[config.mk]
export PLATFORM = sky130hd
export DESIGN_NAME = integer_to_roman_numeral
export DESIGN_NICKNAME = d
export VERILOG_FILES = /design/src/design/i2r_pkg.sv /design/src/design/i2r_sequencer.sv /design/src/design/integer_to_roman_numeral.sv
export SDC_FILE = /design/constraint.sdc
export NUM_CORES = 1
export LEC_CHECK = 0
export ABC_AREA = 1
export BUFFER_PORTS_ARGS = -buffer_cell sky130_fd_sc_hd__buf_4
export CORE_ASPECT_RATIO = 2
export CORE_UTILIZATION = 61
export CTS_CLUSTER_SIZE = 8
export DETAILED_ROUTE_END_ITERATION = 12
export PLACE_DENSITY = 0.83
export SLEW_MARGIN = 0
export SYNTH_ARGS = -nofsm -noshare
export SYNTH_HDL_FRONTEND = slang
export SYNTH_SLANG_ARGS = --single-unit
[constraint.sdc]
create_clock -name clock -period 5.91 [get_ports clock]
set_input_delay 0 -clock clock [delete_from_list [all_inputs] [get_ports clock]]
set_output_delay 0 -clock clock [all_outputs]
set_load 0.05 [all_outputs]
[src/design/i2r_pkg.sv]
// ----------------------------------------------------------------------------
// i2r_pkg
// Shared types, constants and numeral tables for the integer to Roman
// numeral converter.
// ----------------------------------------------------------------------------
package i2r_pkg;

   localparam int unsigned ValueWidth  = 12;
   localparam int unsigned LetterWidth = 7;
   localparam int unsigned IdxWidth    = 4;
   localparam int unsigned StepWidth   = 2;

   localparam logic [ValueWidth-1:0] MAX_VALUE = 12'd3999;

   localparam logic [LetterWidth-1:0] CHAR_M    = 7'h4D;
   localparam logic [LetterWidth-1:0] CHAR_D    = 7'h44;
   localparam logic [LetterWidth-1:0] CHAR_C    = 7'h43;
   localparam logic [LetterWidth-1:0] CHAR_L    = 7'h4C;
   localparam logic [LetterWidth-1:0] CHAR_X    = 7'h58;
   localparam logic [LetterWidth-1:0] CHAR_V    = 7'h56;
   localparam logic [LetterWidth-1:0] CHAR_I    = 7'h49;
   localparam logic [LetterWidth-1:0] CHAR_NONE = 7'h00;

   typedef logic [StepWidth-1:0] step_type;

   // microprogram step addresses
   localparam step_type STEP_IDLE   = 2'd0;
   localparam step_type STEP_FIRST  = 2'd1;
   localparam step_type STEP_SECOND = 2'd2;
   localparam step_type STEP_ERROR  = 2'd3;

   typedef enum logic [1:0] {
      EMIT_NONE   = 2'd0,
      EMIT_FIRST  = 2'd1,
      EMIT_SECOND = 2'd2,
      EMIT_ERROR  = 2'd3
   } emit_type;

   typedef enum logic [2:0] {
      COND_NEVER  = 3'd0,
      COND_NO_REQ = 3'd1,
      COND_BAD    = 3'd2,
      COND_PAIR   = 3'd3,
      COND_DONE   = 3'd4
   } cond_type;

   // one control word of the microprogram
   typedef struct packed {
      logic     accept;
      emit_type emit_sel;
      cond_type cond_a;
      step_type tgt_a;
      cond_type cond_b;
      step_type tgt_b;
      step_type tgt_def;
   } ctl_word_type;

   // datapath status seen by the sequencer
   typedef struct packed {
      logic no_req;
      logic bad_value;
      logic pair;
      logic done;
      logic stall;
   } cond_flags_type;

   // largest numeral symbol (single or subtractive pair) not above v
   function automatic logic [IdxWidth-1:0] greedy_idx(input logic [ValueWidth-1:0] v);
      logic [IdxWidth-1:0] idx;
      priority if (v >= 12'd1000) idx = 4'd0;
      else if (v >= 12'd900)      idx = 4'd1;
      else if (v >= 12'd500)      idx = 4'd2;
      else if (v >= 12'd400)      idx = 4'd3;
      else if (v >= 12'd100)      idx = 4'd4;
      else if (v >= 12'd90)       idx = 4'd5;
      else if (v >= 12'd50)       idx = 4'd6;
      else if (v >= 12'd40)       idx = 4'd7;
      else if (v >= 12'd10)       idx = 4'd8;
      else if (v >= 12'd9)        idx = 4'd9;
      else if (v >= 12'd5)        idx = 4'd10;
      else if (v >= 12'd4)        idx = 4'd11;
      else                        idx = 4'd12;
      return idx;
   endfunction

   function automatic logic [ValueWidth-1:0] sym_weight(input logic [IdxWidth-1:0] idx);
      logic [ValueWidth-1:0] w;
      unique case (idx)
         4'd0:    w = 12'd1000;
         4'd1:    w = 12'd900;
         4'd2:    w = 12'd500;
         4'd3:    w = 12'd400;
         4'd4:    w = 12'd100;
         4'd5:    w = 12'd90;
         4'd6:    w = 12'd50;
         4'd7:    w = 12'd40;
         4'd8:    w = 12'd10;
         4'd9:    w = 12'd9;
         4'd10:   w = 12'd5;
         4'd11:   w = 12'd4;
         4'd12:   w = 12'd1;
         default: w = 12'd0;
      endcase
      return w;
   endfunction

   function automatic logic [LetterWidth-1:0] sym_first(input logic [IdxWidth-1:0] idx);
      logic [LetterWidth-1:0] c;
      unique case (idx)
         4'd0:    c = CHAR_M;
         4'd1:    c = CHAR_C;
         4'd2:    c = CHAR_D;
         4'd3:    c = CHAR_C;
         4'd4:    c = CHAR_C;
         4'd5:    c = CHAR_X;
         4'd6:    c = CHAR_L;
         4'd7:    c = CHAR_X;
         4'd8:    c = CHAR_X;
         4'd9:    c = CHAR_I;
         4'd10:   c = CHAR_V;
         4'd11:   c = CHAR_I;
         4'd12:   c = CHAR_I;
         default: c = CHAR_NONE;
      endcase
      return c;
   endfunction

   function automatic logic [LetterWidth-1:0] sym_second(input logic [IdxWidth-1:0] idx);
      logic [LetterWidth-1:0] c;
      unique case (idx)
         4'd1:    c = CHAR_M;
         4'd3:    c = CHAR_D;
         4'd5:    c = CHAR_C;
         4'd7:    c = CHAR_L;
         4'd9:    c = CHAR_X;
         4'd11:   c = CHAR_V;
         default: c = CHAR_NONE;
      endcase
      return c;
   endfunction

   function automatic logic sym_pair(input logic [IdxWidth-1:0] idx);
      return (idx == 4'd1) || (idx == 4'd3) || (idx == 4'd5) ||
             (idx == 4'd7) || (idx == 4'd9) || (idx == 4'd11);
   endfunction

endpackage

[src/design/i2r_sequencer.sv]
// ----------------------------------------------------------------------------
// i2r_sequencer
// Step counter and microprogram ROM; picks the next step from two
// conditional jumps and a default target.
// ----------------------------------------------------------------------------
module i2r_sequencer
   import i2r_pkg::*;
(
   input  logic           clock,
   input  logic           reset,
   input  cond_flags_type flags,
   output ctl_word_type   ctl
);

   step_type step_ff;
   step_type step_in;
   logic     hold;

   function automatic ctl_word_type ucode(input step_type s);
      ctl_word_type w;
      unique case (s)
         STEP_IDLE:   w = '{accept: 1'b1, emit_sel: EMIT_NONE,
                            cond_a: COND_NO_REQ, tgt_a: STEP_IDLE,
                            cond_b: COND_BAD,    tgt_b: STEP_ERROR,
                            tgt_def: STEP_FIRST};
         STEP_FIRST:  w = '{accept: 1'b0, emit_sel: EMIT_FIRST,
                            cond_a: COND_PAIR,   tgt_a: STEP_SECOND,
                            cond_b: COND_DONE,   tgt_b: STEP_IDLE,
                            tgt_def: STEP_FIRST};
         STEP_SECOND: w = '{accept: 1'b0, emit_sel: EMIT_SECOND,
                            cond_a: COND_DONE,   tgt_a: STEP_IDLE,
                            cond_b: COND_NEVER,  tgt_b: STEP_IDLE,
                            tgt_def: STEP_FIRST};
         STEP_ERROR:  w = '{accept: 1'b0, emit_sel: EMIT_ERROR,
                            cond_a: COND_NEVER,  tgt_a: STEP_IDLE,
                            cond_b: COND_NEVER,  tgt_b: STEP_IDLE,
                            tgt_def: STEP_IDLE};
         default:     w = '{accept: 1'b0, emit_sel: EMIT_NONE,
                            cond_a: COND_NEVER,  tgt_a: STEP_IDLE,
                            cond_b: COND_NEVER,  tgt_b: STEP_IDLE,
                            tgt_def: STEP_IDLE};
      endcase
      return w;
   endfunction

   function automatic logic test(input cond_type c, input cond_flags_type f);
      logic r;
      unique case (c)
         COND_NEVER:  r = 1'b0;
         COND_NO_REQ: r = f.no_req;
         COND_BAD:    r = f.bad_value;
         COND_PAIR:   r = f.pair;
         COND_DONE:   r = f.done;
         default:     r = 1'b0;
      endcase
      return r;
   endfunction

   assign ctl  = ucode(step_ff);
   // an emitting step waits while the output register is still full
   assign hold = flags.stall && (ctl.emit_sel != EMIT_NONE);

   always_comb begin
      priority if (hold)               step_in = step_ff;
      else if (test(ctl.cond_a, flags)) step_in = ctl.tgt_a;
      else if (test(ctl.cond_b, flags)) step_in = ctl.tgt_b;
      else                              step_in = ctl.tgt_def;
   end

   always_ff @(posedge clock) begin
      if (reset) begin
         step_ff <= STEP_IDLE;
      end else begin
         step_ff <= step_in;
      end
   end

endmodule

[src/design/integer_to_roman_numeral.sv]
// ----------------------------------------------------------------------------
// integer_to_roman_numeral
// Converts a 12-bit binary number into its Roman numeral, one ASCII letter
// per result transaction, last letter flagged; out-of-range values give a
// single error transaction.
//
//   channel  dir  payload                              transaction per
//   req_     in   tdata[11:0] value                    number
//   rsp_     out  tdata[6:0] letter, tlast, tuser err  letter
//
// A number is taken in the idle step, then its letters (up to 15) are
// emitted; an error gives one transaction. The microprogram step
// counter emits at most one letter per cycle from a greedy symbol search.
// Reset returns the sequencer to its idle step and empties the output
// register. A stalled output register holds the sequencer on its step.
// ----------------------------------------------------------------------------
module integer_to_roman_numeral
   import i2r_pkg::*;
(
   input  logic        clock,
   input  logic        reset,
   input  logic        req_tvalid,
   output logic        req_tready,
   input  logic [15:0] req_tdata,   // [11:0] value, [15:12] zero
   output logic        rsp_tvalid,
   input  logic        rsp_tready,
   output logic [7:0]  rsp_tdata,   // [6:0] letter, [7] zero
   output logic        rsp_tlast,
   output logic        rsp_tuser    // [0] error
);

   ctl_word_type   ctl;
   cond_flags_type flags;

   logic [ValueWidth-1:0]  req_value;
   logic [ValueWidth-1:0]  value_ff, value_in;
   logic [IdxWidth-1:0]    idx_ff, idx_in;
   logic [IdxWidth-1:0]    idx;
   logic [ValueWidth-1:0]  residual;
   logic                   bad_value;
   logic                   stall;
   logic                   fire;

   logic                   rsp_valid_ff, rsp_valid_in;
   logic [LetterWidth-1:0] letter_ff, letter_in;
   logic                   last_ff, last_in;
   logic                   error_ff, error_in;

   assign req_value = req_tdata[ValueWidth-1:0];
   assign bad_value = (req_value == '0) || (req_value > MAX_VALUE);

   assign idx      = greedy_idx(value_ff);
   assign residual = value_ff - sym_weight(idx);

   assign stall = rsp_valid_ff && !rsp_tready;
   assign fire  = (ctl.emit_sel != EMIT_NONE) && !stall;

   always_comb begin
      flags.no_req    = !req_tvalid;
      flags.bad_value = bad_value;
      flags.pair      = sym_pair(idx);
      flags.done      = (ctl.emit_sel == EMIT_FIRST) ? (residual == '0) : (value_ff == '0);
      flags.stall     = stall;
   end

   i2r_sequencer u_seq (
      .clock (clock),
      .reset (reset),
      .flags (flags),
      .ctl   (ctl)
   );

   assign req_tready = ctl.accept;

   always_comb begin
      value_in = value_ff;
      idx_in   = idx_ff;
      if (ctl.accept && req_tvalid) begin
         value_in = req_value;
      end else if (fire && (ctl.emit_sel == EMIT_FIRST)) begin
         value_in = residual;
         idx_in   = idx;
      end
   end

   always_comb begin
      rsp_valid_in = rsp_valid_ff && !rsp_tready;
      letter_in    = letter_ff;
      last_in      = last_ff;
      error_in     = error_ff;
      if (fire) begin
         rsp_valid_in = 1'b1;
         unique case (ctl.emit_sel)
            EMIT_FIRST: begin
               letter_in = sym_first(idx);
               last_in   = (residual == '0) && !sym_pair(idx);
               error_in  = 1'b0;
            end
            EMIT_SECOND: begin
               letter_in = sym_second(idx_ff);
               last_in   = (value_ff == '0);
               error_in  = 1'b0;
            end
            EMIT_ERROR: begin
               letter_in = CHAR_NONE;
               last_in   = 1'b1;
               error_in  = 1'b1;
            end
            default: begin
               letter_in = CHAR_NONE;
               last_in   = 1'b0;
               error_in  = 1'b0;
            end
         endcase
      end
   end

   always_ff @(posedge clock) begin
      if (reset) begin
         rsp_valid_ff <= 1'b0;
      end else begin
         rsp_valid_ff <= rsp_valid_in;
      end
      value_ff  <= value_in;
      idx_ff    <= idx_in;
      letter_ff <= letter_in;
      last_ff   <= last_in;
      error_ff  <= error_in;
   end

   assign rsp_tvalid = rsp_valid_ff;
   assign rsp_tdata  = {1'b0, letter_ff};
   assign rsp_tlast  = last_ff;
   assign rsp_tuser  = error_ff;

endmodule

Word-level counts from Yosys, hierarchy flattened
Memory sizes are Yosys's and may differ from the RTL's.
Cells that the tools add are included.
Widths: inputs -> output; s select.

word-level totals
  memories = 2
  input bits = 20
  logic and storage cells = 101
  bits in registers = 28
  output and inout bits = 12
  ROM bits = 256
  bits in writable memories = 0
  bits in latches = 0

operators by class
  order comparisons = 13
  multiply operators = 0
  muxes and demuxes = 28
  bitwise logic cells = 1
  equal/unequal tests = 26
  shift operators = 0
  reduce and logical (&&, ||, !) cells = 23
  div/mod/pow operators = 0
  $add $sub $neg = 1

memory list
  memory           words  bits a word  rd ports  clocked after Yosys merged registers in  write ports  line            RTL
  (no name shown)  16     10           1         0                                        0            i2r_pkg.sv:88   unique case (idx)
  (no name shown)  16     6            1         0                                        0            i2r_pkg.sv:109  unique case (idx)

operator list
  kind                  count
  $pmux 15 s4           1
  $pmux 7 s6            1
  $logic_not 12->1      3
  $mux 4                8
  $ge 12x10->1 const B  2
  $ge 12x3->1 const B   2
  $ge 12x4->1 const B   2
  $ge 12x6->1 const B   2
  $ge 12x7->1 const B   2
  $ge 12x9->1 const B   2
  $mux 12               2
  $eq 4x3->1 const B    4
  $eq 4x4->1 const B    4
  $pmux 7 s2            1
  $eq 3x2->1 const B    4
  $gt 12x12->1 const B  1
  $mux 3                4
  $sub 12x12->12        1
  $eq 2x2->1 const B    4
  $eq 4x1->1 const B    2
  $eq 4x2->1 const B    2
  $pmux 1 s4            2
  $eq 3x1->1 const B    2
  $eq 3x3->1 const B    2
  11 further kinds      32

Logic depth before layout (Yosys ltp)
  word-level depth = 25
  mapped depth = 39
  gate-level depth less buffers = 39

Modules after synthesis
Synthesis repeated with hierarchy kept, for this count alone.

second synthesis, totals
  cell total of the unflattened synthesis = 354
  area total of the unflattened synthesis = 2509.9 sq um

by module, submodules not included
  module                    sequential area each (sq um)  area an instance (sq um)  instances  cells each
  integer_to_roman_numeral  740.7                         2285.9                    1          316
  i2r_sequencer             40.0                          224.0                     1          38

Worst setup path after synthesis
Ideal clock, no wire load.

  kind = flip-flop to flip-flop
  from = reg value_ff[8]
  to = reg u_seq.step_ff[0]
  library setup time = 66 ps
  cell stages (with the launch flop) = 34
  required time = 5844 ps
  path buffers = 0
  path slack = 1986 ps
  data arrival time = 3858 ps
  clock period less this slack = 3924 ps
  cells stage by stage = edfxtp_1 nor2_2 nand2_2 nor2_4 o211ai_1 nand2_1 nand2_1 nand2_1 nand2_1 nand2_1 nand2_1 nand2_2 nand2_4 ha_1 o21ai_0 nor2_1 ha_1 fa_1 inv_1 nand3_1 nand2_2 nand3_2 nand2_2 xor2_2 nand3_1 nor2_2 nand3_1 nand2_1 nand2_1 nand2_2 nand2_2 o21ai_1 nand2_1 a21oi_2

on the way
  word-level cells in the longest chain between the ends = 24

ends and longest elaborated chain
  element                                               line                             RTL
  from (decl)                                           integer_to_roman_numeral.sv:36   logic [ValueWidth-1:0] value_ff, value_in;
  from (signal assigned)                                integer_to_roman_numeral.sv:124  value_ff <= value_in;
  branches (longest 23 deep; another with $ge 12x3->1)  --
  $mux 2 (*)                                            i2r_sequencer.sv:65              else if (test(ctl.cond_a, flags)) step_in = ctl.tgt_a;
  to (signal assigned)                                  i2r_sequencer.sv:74              step_ff <= step_in;
  to (decl)                                             i2r_sequencer.sv:15              step_type step_ff;

Mark *: on every way between the ends. The select of a mux whose other input is x is not followed.
A chain may end at the register's enable or synchronous reset.

Final worst setup path
Same ends and word-level chain as after synthesis.

==> flow_summary_export.csv <==
group,metric,value,unit
flow_run,max_cap_viol_count,0,
worst_hold_path,hold_path_end,"rsp_tvalid",
synth,syn_inst,362,
synth,synth.distinct_cells,42,
synth,synthArstFlopShare,0,%
sta,max_freq,214.0,MHz
global_routing,grt_pass1_vias,2538,
worst_setup_path,cp.required,6.14,ns
clocking,cts.clk_slew.worst_paths,0.10,ns
placement,place_inst,434,
clocking,root_buffer,"clkbuf_8",
worst_hold_path,min_from,"rsp_tready",
clocking,cts.sinks,27,
synth,avgSynthCellArea,7.390,um2
final_layout,layout_commonest_cell,"nand2_1",
pwr,p_leak,1.352,nW
synth,synthFlopType,"edfxtp_1",
sta,finalSetupTns,0,ns
status,status,"finished, violations left",
placement,pre_cts_ws,1.301,ns
clocking,cts_tree,"built",
floorplanning,coreArea,0.004129,mm2
final_layout,drive_gt1_share,21.45,%
synth,ys.warnings.count,0,
sta,fin_ws,1.237,ns
worst_setup_path,critPathCaptureType,"register",
sta,finalCritPeriodShare,79.07,%
placement,port_buffers,25,
worst_setup_path,r2r_end,"u_seq.step_ff[0]",
drt,ant_nets,0,
drt,wl_per_cell,14.61,um
sta,rsz0062_at_grt,"false",
floorplanning,start_util,64.79,%
pwr,max-vdd-ir-drop,0.4395,mV
sta,slew_headroom,44.08,%
worst_setup_path,cp.arrival,4.90,ns
global_routing,overflow,0,
sta,setup_viol,0,
sta,hold_violations,1,
global_routing,grt_pass1_wl,10.58,mm
pwr,p_per_area,559.8,mW/mm2
drt,drtIter0Drc,72,
clocking,cts_max_level,1,
global_routing,antenna_found_initial,0,
worst_setup_path,cp_max_fo,11,
worst_setup_path,cp-startpoint,"value_ff[8]",
drt,dr.pass1.iters,4,
floorplanning,placementRows,33,
global_routing,grt_max_degree,22,
floorplanning,ios,32,
floorplanning,fp.dieW,48.83,um
synth,synthesis.area,0.002675,mm2
sta,tightest_slew,0.8388,ns
clocking,cts_buffer_depth,2,
global_routing,grtUsageTotal,29.61,%
sta,worst_hold_slack,-0.0003722,ns
clocking,cts_buffers,3,
sta,period_minus_slack,4.673,ns
worst_setup_path,reg2reg_depth,34,
final_layout,diodes,0,
pwr,power,1.651,mW
placement,hpwlAfterDp,5.309,mm
worst_setup_path,path_class,"reg -> reg",
worst_setup_path,critPathLaunchType,"register",
synth,ys_seq_area_share,29.19,%
worst_setup_path,r2r_setup_slack,1.24,ns
worst_setup_path,crit_top_cell,"nand2_1",
worst_hold_path,holdPathStages,4,
status,failed_checks,"negative hold slack",
worst_setup_path,timing.rr.start,"value_ff[8]",
final_layout,layout.cells.non_filler,439,
drt,drc,0,
final_layout,fill_cells,371,
worst_setup_path,slowest_delay,0.53,ns
placement,place.gp.congestion,0.9112,
floorplanning,die-height,95.65,um
drt,wirelength,6.412,mm
sta,fin_skew,0.006581,ns
clocking,cts_setup_buffers,0,
sta,slew_violations,0,
final_layout,area_growth,10.24,%
final_layout,final_util,71.42,%
worst_setup_path,slowest_stage,"edfxtp_1",
floorplanning,die-area,0.004670,mm2
synth,ys_seq_elements,27,
clocking,clk_latency,0.29,ns
worst_hold_path,hp-class,"in -> reg",
drt,viasPerCell,5.679,
synth,synth-edff-count,24,
final_layout,final_cell_mix,"nand2_1, inv_1, nand3_1, buf_4, edfxtp_1",
final_layout,nNetsFinal,430,
drt,vias,2493,
==> timing repair <==
| action | 4_1_cts | 5_1_grt |
|---|---|---|
| gates resized for setup | 0 | 0 |
| hold buffers | 1 | 0 |
| endpoints found under the hold margin | 3 | 0 |
| endpoints found under the setup margin | 0 | 0 |
==> stage by stage <==
| stage | hold WS, ns | area, um2 |
|---|---|---|
| final | -0.0003722 | 2949 |
| after global placement | 0.1768 | 2893 |
| after floorplan | 0.06907 | 2679 |
| after global routing | 0.02461 | 2949 |
| after detailed placement | 0.1790 | 2893 |
| after CTS | 0.004099 | 2949 |
==> worst max path at each step <==
stage                       endpoint  slack (ns)  cells after the start
global route        u_seq.step_ff[1]        0.88                     35
floorplan           u_seq.step_ff[0]        1.99                     33
CTS                 u_seq.step_ff[0]        1.28                     34
global placement    u_seq.step_ff[1]        1.41                     35
detailed placement  u_seq.step_ff[1]        1.30                     35
finish              u_seq.step_ff[0]        1.24                     34
==> layer usage <==
layer / global-route usage (%) / routed length (um) / up-vias
met5: 0 / 0 / -
met4: 20.34 / 352 / 0
met3: 2.392 / 149 / 26
met2: 62.15 / 3702 / 72
met1: 24.85 / 2209 / 1148
li1: - / - / 1247
==> critical path: cells and delay by family, from the launching register on <==
kind	cells	cell delay, ns
DFF	1	0.53
and+or+nand+nor	25	2.35
xor gates and xnor gates	1	0.16
AOI/OAI and AO/OA	3	0.47
buffers and inverters	2	0.19
adders and majority gates	3	0.88
==> where the power goes <==
part / internal [mW] / switching [mW]
combinational: 0.386 / 0.763
sequential: 0.310 / 0.0778
clock: 0.0476 / 0.0667
total: 0.744 / 0.907
==> state kept, by name, summed over array words and instances, names as in the netlist <==
name and cells:
idx_ff 4, rsp_tvalid 1, u_seq.step_ff 2, rsp_tuser 1
value_ff 12, letter_ff 6, rsp_tlast 1
==> synth_stat cells, types with 2 or more instances <==
library cell | count | area [um2]
nor2_2 | 4 | 25.02
nand3_1 | 25 | 125.1
nand2_1 | 76 | 285.3
ha_1 | 21 | 262.8
nand4_1 | 7 | 43.79
a21oi_2 | 4 | 35.03
inv_1 | 52 | 195.2
clkbuf_1 | 2 | 7.510
nor3_1 | 4 | 20.02
nand2_2 | 19 | 118.9
o211ai_1 | 2 | 15.01
edfxtp_1 | 24 | 720.7
a41oi_1 | 2 | 17.52
a31oi_1 | 5 | 31.28
nor2_4 | 7 | 78.83
inv_2 | 8 | 30.03
nor2_1 | 19 | 71.32
a21oi_1 | 21 | 105.1
nand3_2 | 4 | 40.04
buf_4 | 2 | 15.01
xor2_1 | 3 | 26.28
dfxtp_1 | 3 | 60.06
o21ai_0 | 22 | 110.1
nor4_1 | 3 | 18.77
xnor2_1 | 2 | 17.52
xor2_2 | 2 | 32.53
o21ai_1 | 4 | 20.02
==> logic make-up (layout without fill, tap and decap cells) <==
family                   after synthesis  in the layout  share of synthesized area (%)
AND/OR/NAND/NOR                      171            171                          31.99
buffers and inverters                 68             92                          10.24
AO/OA/AOI/OAI                         66             66                          15.01
flip-flops                            27             27                          29.19
adder cells (fa/ha/maj)               22             22                          10.57
XOR/XNOR                               7              7                          2.853
other                                  1              2                         0.1402
==> cell type report <==
class                      instances  area (um2)  share of cell area [%]
tap                               52       65.06                   2.206
sequential                        27       780.7                   26.47
timing repair buffer              26       197.7                   6.703
clock inverter                     1       5.005                  0.1697
inverter                          62       235.2                   7.976
clock buffer                       3       41.29                   1.400
multi-input combinational        268        1624                   55.07
Note: power is estimated with default switching activity, not from simulation.
